==> src/rtl/lrew_pkg.sv <==
// Package: types and constants of the link recovery watchdog.
`timescale 1ns / 1ps
package lrew_pkg;

  typedef enum logic [1:0] {
    CMD_TICK = 2'd0,
    CMD_UP   = 2'd1,
    CMD_DOWN = 2'd2
  } lrew_cmd_t;

  typedef enum logic [2:0] {
    PH_OK        = 3'd0,
    PH_WAIT      = 3'd1,
    PH_BURST     = 3'd2,
    PH_RECONNECT = 3'd3,
    PH_RESTART   = 3'd4
  } lrew_phase_t;

  localparam int unsigned CfgIdxW = 3;
  localparam int unsigned CfgDataW = 32;

  localparam logic [CfgIdxW-1:0] REG_BURST_INTERVAL  = 3'd0;
  localparam logic [CfgIdxW-1:0] REG_SOFT_RECONNECT  = 3'd1;
  localparam logic [CfgIdxW-1:0] REG_HARD_RESTART    = 3'd2;
  localparam logic [CfgIdxW-1:0] REG_OFFLINE_CONNECT = 3'd3;
  localparam logic [CfgIdxW-1:0] REG_OFFLINE_RESTART = 3'd4;

  localparam logic [31:0] BURST_INTERVAL_RST  = 32'd5000;
  localparam logic [31:0] SOFT_RECONNECT_RST  = 32'd30000;
  localparam logic [31:0] HARD_RESTART_RST    = 32'd90000;
  localparam logic [31:0] OFFLINE_CONNECT_RST = 32'd20000;
  localparam logic [31:0] OFFLINE_RESTART_RST = 32'd60000;

  typedef struct packed {
    logic [1:0]  command;
    logic [31:0] now_ms;
    logic        ack_fresh;
  } lrew_in_t;

  typedef struct packed {
    logic [2:0] recovery_phase;
    logic       kick_root;
    logic       disconnect_reconnect;
    logic       restart_service;
    logic       connect_attempt;
    logic       link_up;
  } lrew_out_t;

  typedef struct packed {
    logic [31:0] burst_interval_ms;
    logic [31:0] soft_reconnect_ms;
    logic [31:0] hard_restart_ms;
    logic [31:0] offline_connect_ms;
    logic [31:0] offline_restart_ms;
  } lrew_cfg_t;

endpackage

==> src/rtl/lrew_stream_if.sv <==
// Interface: valid/ready stream channel with a typed payload.
`timescale 1ns / 1ps
interface lrew_stream_if #(
  parameter type payload_t = logic
);
  logic     valid;
  logic     ready;
  payload_t data;

  modport source (output valid, output data, input ready);
  modport sink   (input valid, input data, output ready);
endinterface

==> src/rtl/lrew_cfg_regs.sv <==
// Module: configuration register file of the watchdog.
`timescale 1ns / 1ps
module lrew_cfg_regs (
  input  logic                            clk,
  input  logic                            rst,
  input  logic                            cfg_we,
  input  logic [lrew_pkg::CfgIdxW-1:0]    cfg_index,
  input  logic [lrew_pkg::CfgDataW-1:0]   cfg_data,
  output lrew_pkg::lrew_cfg_t             cfg
);
  import lrew_pkg::*;

  always_ff @(posedge clk) begin
    if (rst) begin
      cfg.burst_interval_ms  <= BURST_INTERVAL_RST;
      cfg.soft_reconnect_ms  <= SOFT_RECONNECT_RST;
      cfg.hard_restart_ms    <= HARD_RESTART_RST;
      cfg.offline_connect_ms <= OFFLINE_CONNECT_RST;
      cfg.offline_restart_ms <= OFFLINE_RESTART_RST;
    end else if (cfg_we) begin
      case (cfg_index)
        REG_BURST_INTERVAL:  cfg.burst_interval_ms  <= cfg_data;
        REG_SOFT_RECONNECT:  cfg.soft_reconnect_ms  <= cfg_data;
        REG_HARD_RESTART:    cfg.hard_restart_ms    <= cfg_data;
        REG_OFFLINE_CONNECT: cfg.offline_connect_ms <= cfg_data;
        REG_OFFLINE_RESTART: cfg.offline_restart_ms <= cfg_data;
        default: ;
      endcase
    end
  end
endmodule

==> src/rtl/lrew_core.sv <==
// Module: supervision state and single-pass recovery decision logic.
`timescale 1ns / 1ps
module lrew_core (
  input  logic                clk,
  input  logic                rst,
  input  logic                step,
  input  lrew_pkg::lrew_in_t  item,
  input  lrew_pkg::lrew_cfg_t cfg,
  output lrew_pkg::lrew_out_t result
);
  import lrew_pkg::*;

  logic        connected, connected_next;
  lrew_phase_t phase, phase_next;
  logic [31:0] unhealthy_since, unhealthy_since_next;
  logic [31:0] last_burst_time, last_burst_time_next;
  logic [31:0] last_soft_time, last_soft_time_next;
  logic [31:0] last_hard_time, last_hard_time_next;
  logic [31:0] offline_since, offline_since_next;
  logic [31:0] last_connect_time, last_connect_time_next;
  logic [31:0] last_restart_time, last_restart_time_next;

  logic [31:0] now;
  logic [31:0] unh_eff;
  logic [31:0] up_down;
  logic [31:0] off_down;
  logic        burst_ok, hard_due, soft_due, conn_due, rest_due;
  logic        kick, reconnect, restart, conn;

  assign now      = item.now_ms;
  assign unh_eff  = (unhealthy_since == 32'd0) ? now : unhealthy_since;
  assign up_down  = now - unh_eff;
  assign off_down = now - offline_since;

  // Spacing checks; an unset last time always passes on the link-up side.
  assign burst_ok = (last_burst_time == 32'd0) ||
                    ((now - last_burst_time) >= cfg.burst_interval_ms);
  assign hard_due = (up_down >= cfg.hard_restart_ms) &&
                    ((last_hard_time == 32'd0) ||
                     ((now - last_hard_time) >= cfg.hard_restart_ms));
  assign soft_due = (up_down >= cfg.soft_reconnect_ms) &&
                    ((last_soft_time == 32'd0) ||
                     ((now - last_soft_time) >= cfg.soft_reconnect_ms));
  // Offline side compares against stored times even when they are zero.
  assign conn_due = (off_down >= cfg.offline_connect_ms) &&
                    ((now - last_connect_time) >= cfg.offline_connect_ms);
  assign rest_due = (off_down >= cfg.offline_restart_ms) &&
                    ((now - last_restart_time) >= cfg.offline_restart_ms);

  always_comb begin
    connected_next         = connected;
    phase_next             = phase;
    unhealthy_since_next   = unhealthy_since;
    last_burst_time_next   = last_burst_time;
    last_soft_time_next    = last_soft_time;
    last_hard_time_next    = last_hard_time;
    offline_since_next     = offline_since;
    last_connect_time_next = last_connect_time;
    last_restart_time_next = last_restart_time;
    kick      = 1'b0;
    reconnect = 1'b0;
    restart   = 1'b0;
    conn      = 1'b0;
    case (item.command)
      CMD_UP: begin
        connected_next         = 1'b1;
        offline_since_next     = 32'd0;
        last_connect_time_next = 32'd0;
        phase_next             = PH_WAIT;
        unhealthy_since_next   = now;
        last_burst_time_next   = 32'd0;
        last_soft_time_next    = 32'd0;
        last_hard_time_next    = 32'd0;
      end
      CMD_DOWN: begin
        if (connected || (offline_since == 32'd0)) begin
          offline_since_next = now;
        end
        connected_next       = 1'b0;
        phase_next           = PH_OK;
        unhealthy_since_next = 32'd0;
        last_burst_time_next = 32'd0;
      end
      CMD_TICK: begin
        if (connected) begin
          if (item.ack_fresh) begin
            phase_next           = PH_OK;
            unhealthy_since_next = 32'd0;
            last_burst_time_next = 32'd0;
            last_soft_time_next  = 32'd0;
            last_hard_time_next  = 32'd0;
          end else begin
            unhealthy_since_next = unh_eff;
            if (up_down >= cfg.hard_restart_ms) begin
              phase_next = PH_RESTART;
            end else if (up_down >= cfg.soft_reconnect_ms) begin
              phase_next = PH_RECONNECT;
            end else if (up_down >= cfg.burst_interval_ms) begin
              phase_next = PH_BURST;
            end else begin
              phase_next = PH_WAIT;
            end
            if (burst_ok) begin
              last_burst_time_next = now;
              kick = 1'b1;
            end
            if (hard_due) begin
              // Hard restart drops the link; link was up, so stamp offline.
              last_hard_time_next  = now;
              restart              = 1'b1;
              offline_since_next   = now;
              connected_next       = 1'b0;
              phase_next           = PH_OK;
              unhealthy_since_next = 32'd0;
              last_burst_time_next = 32'd0;
            end else if (soft_due) begin
              last_soft_time_next = now;
              reconnect = 1'b1;
            end
          end
        end else if (offline_since == 32'd0) begin
          offline_since_next = now;
        end else begin
          if (conn_due) begin
            last_connect_time_next = now;
            conn = 1'b1;
          end
          if (rest_due) begin
            last_restart_time_next = now;
            last_connect_time_next = now;
            restart                = 1'b1;
            connected_next         = 1'b0;
            phase_next             = PH_OK;
            unhealthy_since_next   = 32'd0;
            last_burst_time_next   = 32'd0;
          end
        end
      end
      default: ;
    endcase
  end

  always_ff @(posedge clk) begin
    if (rst) begin
      connected         <= 1'b0;
      phase             <= PH_OK;
      unhealthy_since   <= 32'd0;
      last_burst_time   <= 32'd0;
      last_soft_time    <= 32'd0;
      last_hard_time    <= 32'd0;
      offline_since     <= 32'd0;
      last_connect_time <= 32'd0;
      last_restart_time <= 32'd0;
    end else if (step) begin
      connected         <= connected_next;
      phase             <= phase_next;
      unhealthy_since   <= unhealthy_since_next;
      last_burst_time   <= last_burst_time_next;
      last_soft_time    <= last_soft_time_next;
      last_hard_time    <= last_hard_time_next;
      offline_since     <= offline_since_next;
      last_connect_time <= last_connect_time_next;
      last_restart_time <= last_restart_time_next;
    end
  end

  assign result.recovery_phase       = phase_next;
  assign result.kick_root            = kick;
  assign result.disconnect_reconnect = reconnect;
  assign result.restart_service      = restart;
  assign result.connect_attempt      = conn;
  assign result.link_up              = connected_next;
endmodule

==> src/rtl/link_recovery_escalation_watchdog_unit.sv <==
// Top level: link recovery escalation watchdog with input and result registers.
`timescale 1ns / 1ps
// Link supervision watchdog. Each transfer on in_ch is a tick, a link-up or a
// link-down event stamped with a 32-bit millisecond time; every transfer gives
// exactly one transfer on out_ch carrying the recovery phase, the burst, soft
// reconnect, service restart and connect requests, and the link state. An item
// passes first through the input register, then through the decision logic
// into the result register. The supervision state is updated in the same edge
// that loads the result, so the next item sees it at once, and the block sustains
// one item per clock unless out_ch stalls it. Backpressure on out_ch
// holds the result register and, through it, the input register. Write the
// five interval registers through cfg_we/cfg_index/cfg_data only while no
// item is in flight; writes to indexes beyond the last register are dropped.
module link_recovery_escalation_watchdog_unit (
  input  logic                          clk,
  input  logic                          rst,
  lrew_stream_if.sink                   in_ch,
  lrew_stream_if.source                 out_ch,
  input  logic                          cfg_we,
  input  logic [lrew_pkg::CfgIdxW-1:0]  cfg_index,
  input  logic [lrew_pkg::CfgDataW-1:0] cfg_data
);
  import lrew_pkg::*;

  lrew_cfg_t cfg;
  lrew_in_t  in_reg;
  logic      in_reg_valid;
  lrew_out_t out_reg;
  logic      out_reg_valid;
  lrew_out_t result;
  logic      advance;

  // Move the held item into the result register when that slot frees up.
  assign advance     = in_reg_valid && (!out_reg_valid || out_ch.ready);
  assign in_ch.ready = !in_reg_valid || advance;

  lrew_cfg_regs u_cfg (
    .clk       (clk),
    .rst       (rst),
    .cfg_we    (cfg_we),
    .cfg_index (cfg_index),
    .cfg_data  (cfg_data),
    .cfg       (cfg)
  );

  lrew_core u_core (
    .clk    (clk),
    .rst    (rst),
    .step   (advance),
    .item   (in_reg),
    .cfg    (cfg),
    .result (result)
  );

  // Input register: capture on transfer, drop once advanced.
  always_ff @(posedge clk) begin
    if (rst) begin
      in_reg_valid <= 1'b0;
    end else if (in_ch.ready) begin
      in_reg_valid <= in_ch.valid;
    end
  end

  always_ff @(posedge clk) begin
    if (in_ch.valid && in_ch.ready) begin
      in_reg <= in_ch.data;
    end
  end

  // Result register: load on advance, hold while the sink stalls.
  always_ff @(posedge clk) begin
    if (rst) begin
      out_reg_valid <= 1'b0;
    end else if (advance) begin
      out_reg_valid <= 1'b1;
    end else if (out_ch.ready) begin
      out_reg_valid <= 1'b0;
    end
  end

  always_ff @(posedge clk) begin
    if (advance) begin
      out_reg <= result;
    end
  end

  assign out_ch.valid = out_reg_valid;
  assign out_ch.data  = out_reg;
endmodule

==> src/flat_wrapper.sv <==
// flat-port wrapper written by rule: the top's interface ports become plain ports
module link_recovery_escalation_watchdog_unit_flat import lrew_pkg::*;
  (clk, rst, cfg_we, cfg_index, cfg_data, in_ch_valid, in_ch_data, in_ch_ready, out_ch_valid, out_ch_data, out_ch_ready);
  lrew_stream_if in_ch_i ();
  lrew_stream_if out_ch_i ();
  input  logic clk;
  input  logic rst;
  input  logic cfg_we;
  input  logic [lrew_pkg::CfgIdxW-1:0] cfg_index;
  input  logic [lrew_pkg::CfgDataW-1:0] cfg_data;
  input wire logic [$bits(in_ch_i.valid)-1:0] in_ch_valid;
  input wire logic [$bits(in_ch_i.data)-1:0] in_ch_data;
  output wire logic [$bits(in_ch_i.ready)-1:0] in_ch_ready;
  output wire logic [$bits(out_ch_i.valid)-1:0] out_ch_valid;
  output wire logic [$bits(out_ch_i.data)-1:0] out_ch_data;
  input wire logic [$bits(out_ch_i.ready)-1:0] out_ch_ready;
  assign in_ch_i.valid = in_ch_valid;
  assign in_ch_i.data = in_ch_data;
  assign in_ch_ready = in_ch_i.ready;
  assign out_ch_valid = out_ch_i.valid;
  assign out_ch_data = out_ch_i.data;
  assign out_ch_i.ready = out_ch_ready;
  link_recovery_escalation_watchdog_unit u_core (.clk(clk), .rst(rst), .in_ch(in_ch_i), .out_ch(out_ch_i), .cfg_we(cfg_we), .cfg_index(cfg_index), .cfg_data(cfg_data));
endmodule
==> config.mk <==
export PLATFORM = sky130hd
export DESIGN_NAME = link_recovery_escalation_watchdog_unit_flat
export DESIGN_NICKNAME = d
export VERILOG_FILES = /design/src/rtl/lrew_pkg.sv /design/src/rtl/lrew_stream_if.sv /design/src/rtl/lrew_cfg_regs.sv /design/src/rtl/lrew_core.sv /design/src/rtl/link_recovery_escalation_watchdog_unit.sv /design/src/flat_wrapper.sv
export SDC_FILE = /design/constraint.sdc
export NUM_CORES = 1
export LEC_CHECK = 0
export ABC_AREA = 1
export BUFFER_PORTS_ARGS = -buffer_cell sky130_fd_sc_hd__buf_2
export CAP_MARGIN = 15
export CORE_ASPECT_RATIO = 0.7
export CORE_MARGIN = 4
export CORE_UTILIZATION = 50
export CTS_CLUSTER_DIAMETER = 100
export DETAILED_ROUTE_END_ITERATION = 10
export GPL_ROUTABILITY_DRIVEN = 0
export HOLD_SLACK_MARGIN = 0.02
export PLACE_DENSITY = 0.66
export SKIP_CTS_REPAIR_TIMING = 1
export SYNTH_ARGS = -nofsm -noshare
export SYNTH_HDL_FRONTEND = slang
export SYNTH_SLANG_ARGS = --single-unit
==> constraint.sdc <==
create_clock -name clk -period 4.66 [get_ports clk]
set_input_delay 1.165 -clock clk [delete_from_list [all_inputs] [get_ports clk]]
set_output_delay 1.165 -clock clk [all_outputs]
set_load 0.005 [all_outputs]
==> results of run 1 <==
## kinds of logic (layout without fill, tap and decap cells)
logic type | after synthesis | in the layout | share of synthesized area, %
flip-flops | 69 | 69 | 34.5
adder cells (fa/ha/maj) | 33 | 33 | 10.2
AND/OR/NAND/NOR | 224 | 224 | 24.4
buffers and inverters | 108 | 145 | 10.1
XOR/XNOR | 29 | 29 | 6.25
AO/OA/AOI/OAI | 113 | 113 | 14.7
## critical path, cell delays in order, from the launching register on
cell	delay (ns)
dfxtp_1	0.34
inv_1	0.12
ha_1	0.21
nand3_2	0.13
nor3_4	0.21
nand3_2	0.15
nor2_2	0.21
nand2_1	0.11
nor2_1	0.14
xor2_1	0.17
inv_1	0.06
ha_1	0.28
nand2_1	0.07
o21ai_0	0.08
nand2_1	0.06
nand2_1	0.06
a21oi_2	0.48
buf_4	0.31
nand3_1	0.09
a21oi_1	0.15
## power by group
group / internal (W) / leakage (nW) / switching [W]
sequential: 0.000605 / 0.562 / 0.00000342
combinational: 0.0000276 / 1.44 / 0.0000417
clock: 0.000455 / 0.149 / 0.000232
## through the flow
step / area [sq um] / std cells / utilization [%] / setup slack [ns]
finish: 4650 / 714 / 59.0 / 1.14
floorplan: 4060 / 576 / - / 1.81
global placement: 4340 / 699 / 55.2 / 1.33
detailed placement: 4340 / 699 / 55.2 / 1.15
CTS: 4650 / 714 / 59.0 / 1.13
global route: 4650 / 714 / 59.0 / 0.817
## per-layer routing
metal  GRT usage [%]  wire length (microns)
met2            27.8                   3830
met5               0                      0
met1            32.2                   5110
met3            5.54                    704
met4            4.11                     62
## placed cells by master, fill, tap and decap left out
master,count
a21oi_1,72
a21oi_2,1
and3_1,3
buf_2,43
buf_4,4
bufinv_16,1
clkbuf_1,2
clkbuf_16,9
clkbuf_8,3
clkinv_1,1
dfxtp_1,67
edfxtp_1,2
ha_1,33
inv_1,80
inv_2,2
nand2_1,87
nand2_2,3
nand3_1,43
nand3_2,2
nand4_1,7
nor2_1,68
nor2_2,2
nor2_4,2
nor3_1,5
nor3_4,2
o211ai_1,9
o21a_1,3
o21ai_0,27
o21ai_1,1
xnor2_1,1
xor2_1,28
## path summary, 6_finish.rpt
check / end / slack, ns
setup / recovery: u_core.u_core.unhealthy_since[28] / 1.14
hold / removal: u_core.u_cfg.cfg[70] / 0.46
setup reg to reg: u_core.u_core.unhealthy_since[28] / 1.14
hold reg to reg: u_core.u_cfg.cfg[70] / 0.46
## layout make-up
cell class | instances | area, sq um
clock buffer | 14 | 274
clock inverter | 1 | 30.0
fill | 764 | 3230
inverter | 83 | 312
multi-input combinational | 399 | 2260
sequential | 69 | 1400
tap | 101 | 126
timing repair buffer | 47 | 245
==> results_dict.tcl, run 1 <==
set metrics [dict create \
    syn_to_final_growth_pct 14.3 \
    ys_seq_area_share_pct 34.5 \
    async_reset_ff_share_pct 0 \
    wl_per_cell_microns 13.6 \
    slew_headroom_pct 27.7 \
    fin_skew_ns 0.00391 \
    reg2reg_depth 19 \
    via_count 3663 \
    finalPower_w 0.00136 \
    fmax_mhz 284 \
    peakVddDrop_mv 0.260 \
    grt_overflow 0 \
    grt_max_degree 37 \
    drt_iter0_drc 432 \
    tns_ns 0 \
    grt_pass1_vias 3367 \
    p_per_area_nw_per_um2 294 \
    antenna_found_initial 0 \
    ys_warn_count 0 \
    syn-num-nets 650 \
    diodes 0 \
    die_w_microns 116 \
    reg.largest.list "u_core.u_cfg.cfg: 32 flops, u_core.u_core.unhealthy_since: 32 flops" \
    min_period_over_period_pct 75.6 \
    start_util_pct 51.6 \
    path_clk_slew_ns 0.05 \
    cts_root_buf "clkbuf_16" \
    rows 27 \
    critPathLaunch "u_core.u_core.unhealthy_since[0]" \
    numCtsBuffers 9 \
    avgSynthCellArea_sq_um 7.06 \
    coreArea_sq_um 7870 \
    synth_top_cell_area_share_pct 33.0 \
    synth_most_common_cell "nand2_1" \
    hp-class "register to register" \
    setup_viol 0 \
    die_h_microns 83.4 \
    syn_inst 576 \
    arrival_ns 3.77 \
    io_pins 44 \
    drive_gt1_share_pct 12.1 \
    hold_start "u_core.u_cfg.cfg[70]" \
    clk_path_buf_depth 2 \
    viasPerCell 5.13 \
    dp_hpwl_microns 7050 \
    synth_edf_count 2 \
    cts_max_level 3 \
    yosysTopAreaCell "dfxtp_1" \
    synth_area_sq_um 4060 \
    worst_pin_slew_ns 1.08 \
    holdWs_ns 0.461 \
    ys_ff_latch 69 \
    critPathMaxFanout 13 \
    r2r_start "u_core.u_core.unhealthy_since[0]" \
    io_buffers 43 \
    grt_pass1_wl_microns 16000 \
    drt_wl_total_microns 9710 \
    start_kind "register" \
    ys_top_cells_by_area "dfxtp_1 33%, ha_1 10%, a21oi_1 9.0%" \
    insertion_delay_ns 0.32 \
    slew_violations 0 \
    synth_ff_type "dfxtp_1" \
    clock-sinks 69 \
    cap_violations 0 \
    die_area_sq_um 9660 \
    cts_tree "done" \
    period_minus_slack_ns 3.52 \
    grt.total_usage_pct 20.6 \
    rsz0062_at_grt "false" \
    ant_nets 0 \
    detail_route.first_pass.iterations 5 \
    crit_type "register to register" \
    nets 683 \
    synth_top_cells_by_count "87 x nand2_1, 80 x inv_1, 73 x a21oi_1, 68 x nor2_1, 67 x dfxtp_1" \
    drc 0 \
    ys_types 26 \
    cp.required_ns 4.91 \
    endpoint_kind "register" \
    p_leak_nw 2.16 \
    hold_depth 2 \
    status "finished clean" \
    hold_violations 0 \
]
Note: power is estimated with default switching activity, not from simulation.
==> run 2: changes to the inputs <==
--- a/config.mk
+++ b/config.mk
@@ -5,7 +5,7 @@
 export SDC_FILE = /design/constraint.sdc
 export NUM_CORES = 1
 export LEC_CHECK = 0
-export ABC_AREA = 1
+export ABC_AREA = 0
 export BUFFER_PORTS_ARGS = -buffer_cell sky130_fd_sc_hd__buf_2
 export CAP_MARGIN = 15
 export CORE_ASPECT_RATIO = 0.7
==> constraint.sdc (replaced) <==
create_clock -name clk -period 3.4 [get_ports clk]
set_input_delay 0.85 -clock clk [delete_from_list [all_inputs] [get_ports clk]]
set_output_delay 0.85 -clock clk [all_outputs]
set_load 0.005 [all_outputs]
==> results_dict.tcl, run 2 <==
set metrics [dict create \
    arrival_ns 3.54 \
    via_count 3683 \
    crit_type "register to register" \
    setup_viol 23 \
    fin_cells 670 \
    drt_iter0_drc 277 \
    peakVddDrop_mv 0.390 \
    cts_max_level 3 \
    crit_path_frequent_cell "nand4_1" \
    async_reset_ff_share_pct 0 \
    drc 0 \
    slew_violations 0 \
    die_h_microns 83.9 \
    drive_gt1_share_pct 26.5 \
    clk_path_buf_depth 2 \
    placedCellCount 653 \
    grt_overflow 0 \
    hp-class "register to register" \
    critPathMaxFanout 8 \
    max_stage_delay_ns 0.55 \
    syn_inst 493 \
    diodes 0 \
    cpLargestDelayFamily "simple AND/OR/NAND/NOR gates" \
    fillers 654 \
    final_cell_mix "67 x nand2_1, 65 x dfxtp_1, 43 x buf_2, 43 x buf_4" \
    coreArea_sq_um 7940 \
    grt_pass1_vias 3400 \
    io_pins 44 \
    final_util_pct 66.9 \
    die_area_sq_um 9770 \
    worst_path_max_delay_cell "or4_4" \
    yosysTopAreaCell "dfxtp_1" \
    period_minus_slack_ns 3.45 \
    cap_violations 0 \
    fin_skew_ns 0.00772 \
    crit_buf_inv 2 \
    p_per_area_nw_per_um2 353 \
    grt_max_degree 70 \
    die_w_microns 116 \
    syn-num-nets 567 \
    start_util_pct 51.8 \
    avgSynthCellArea_sq_um 8.35 \
    rows 27 \
    syn_to_final_growth_pct 29.1 \
    cp.required_ns 3.49 \
    nets 640 \
    failed_checks "negative setup slack" \
    min_period_over_period_pct 102 \
    synth_top_cells_by_count "68 x nand2_1, 67 x dfxtp_1, 37 x a21oi_1, 37 x nand3b_1" \
    antenna_found_initial 0 \
    design_area_sq_um 5310 \
    dp_hpwl_microns 7360 \
    endpoint_kind "register" \
    synth_edf_count 2 \
    numCtsBuffers 9 \
    reg.largest.list "u_core.u_cfg.cfg: 32 flops, u_core.u_core.unhealthy_since: 32 flops" \
    p_leak_nw 2.42 \
    cts_root_buf "clkbuf_16" \
    ys_warn_count 0 \
    slew_headroom_pct 14.2 \
    clock-sinks 69 \
    grt.total_usage_pct 21.5 \
    wl_per_cell_microns 16.1 \
    drt_wl_total_microns 10800 \
    placed_cell_area_sq_um 4680 \
    ant_nets 0 \
    status "complete, but fails checks" \
    insertion_delay_ns 0.34 \
    worst_pin_slew_ns 1.29 \
    detail_route.first_pass.iterations 5 \
    fmax_mhz 290 \
    path_clk_slew_ns 0.05 \
    ys_top_cells_by_area "dfxtp_1 33%, ha_1 10%, o41ai_1 6.8%" \
    setup_ws_ns -0.0528 \
    grt_pass1_wl_microns 16700 \
    tns_ns -0.578 \
    rsz0062_at_grt "true" \
    layout_commonest_cell "nand2_1" \
    synth_area_sq_um 4120 \
    holdWs_ns 0.454 \
    start_kind "register" \
    synth_most_common_cell "nand2_1" \
    hold_violations 0 \
    ys_seq_area_share_pct 34.1 \
    viasPerCell 5.50 \
    cts_tree "done" \
    io_buffers 43 \
    synth_ff_type "dfxtp_1" \
    ys_types 42 \
    synth_top_cell_area_share_pct 32.6 \
    crit_chain "or4_4 > nor4_4 > buf_4 > and4bb_2 > nand2_1 > xor2_1 > ha_1 > nand4_1 > nor4_2 > nand4_1 > a21oi_4 > buf_6 > o21ai_2" \
    ys_ff_latch 69 \
]
run 2: cell type report:
class                      instances  area, sq um  share of cell area [%]
timing repair buffer              92          632                    11.9
clock buffer                      12          256                    4.83
multi-input combinational        360         2730                    51.4
sequential                        69         1400                    26.4
tap                              101          126                    2.38
inverter                          34          128                    2.40
clock inverter                     2         35.0                   0.660
run 2: report_power, final:
| part | switching (W) | total (W) | leakage, nW | internal [W] |
|---|---|---|---|---|
| clock network | 0.000326 | 0.000924 | 0.145 | 0.000598 |
| logic | 0.0000593 | 0.000114 | 1.71 | 0.0000549 |
| registers | 0.0000102 | 0.000835 | 0.561 | 0.000825 |
| total | 0.000395 | 0.00187 | 2.42 | 0.00148 |
run 2: worst paths after layout:
check             cells past startpoint                              start  slack [ns]                   end
setup / recovery                     13  u_core.u_core.unhealthy_since[15]       -0.05    u_core.out_ch.data
hold / removal                        2               u_core.u_cfg.cfg[92]        0.45  u_core.u_cfg.cfg[92]
setup reg to reg                     13  u_core.u_core.unhealthy_since[15]       -0.05    u_core.out_ch.data
hold reg to reg                       2               u_core.u_cfg.cfg[92]        0.45  u_core.u_cfg.cfg[92]
run 2: metal layers:
layer  vias up  wire [microns]  global-route usage [%]
li1       1874               -                       -
met5         -               0                       0
met1      1699            5610                    33.7
met3        11             719                    5.58
met2        99            4340                    28.1
met4         0             121                    6.22
run 2: worst reg2reg max path: stages, from the launching register on:
cell and delay (ns):
dfxtp_2 0.31, or4_4 0.55, nor4_4 0.15, buf_4 0.15
and4bb_2 0.28, nand2_1 0.07, xor2_1 0.15, ha_1 0.32
nand4_1 0.16, nor4_2 0.34, nand4_1 0.24, a21oi_4 0.24
buf_6 0.18, o21ai_2 0.07
run 2: cell families (layout without fill, tap and decap cells):
logic type      Yosys count  after routing  synth area share (%)
buf+inv                  64            140                  6.38
fa+ha+maj                33             33                  10.0
simple gates            204            204                  26.9
xor+xnor                 29             29                  6.17
compound gates           94             94                  16.4
flops                    69             69                  34.1
run 2: per-stage QoR:
step           setup slack (ns)  power (W)
2_1_floorplan           0.00742   0.000911
3_3_place_gp            -0.0154   0.000952
3_5_place_dp             -0.192   0.000956
4_1_cts                  -0.211    0.00188
5_1_grt                  -0.226    0.00194
6_report                -0.0528    0.00187
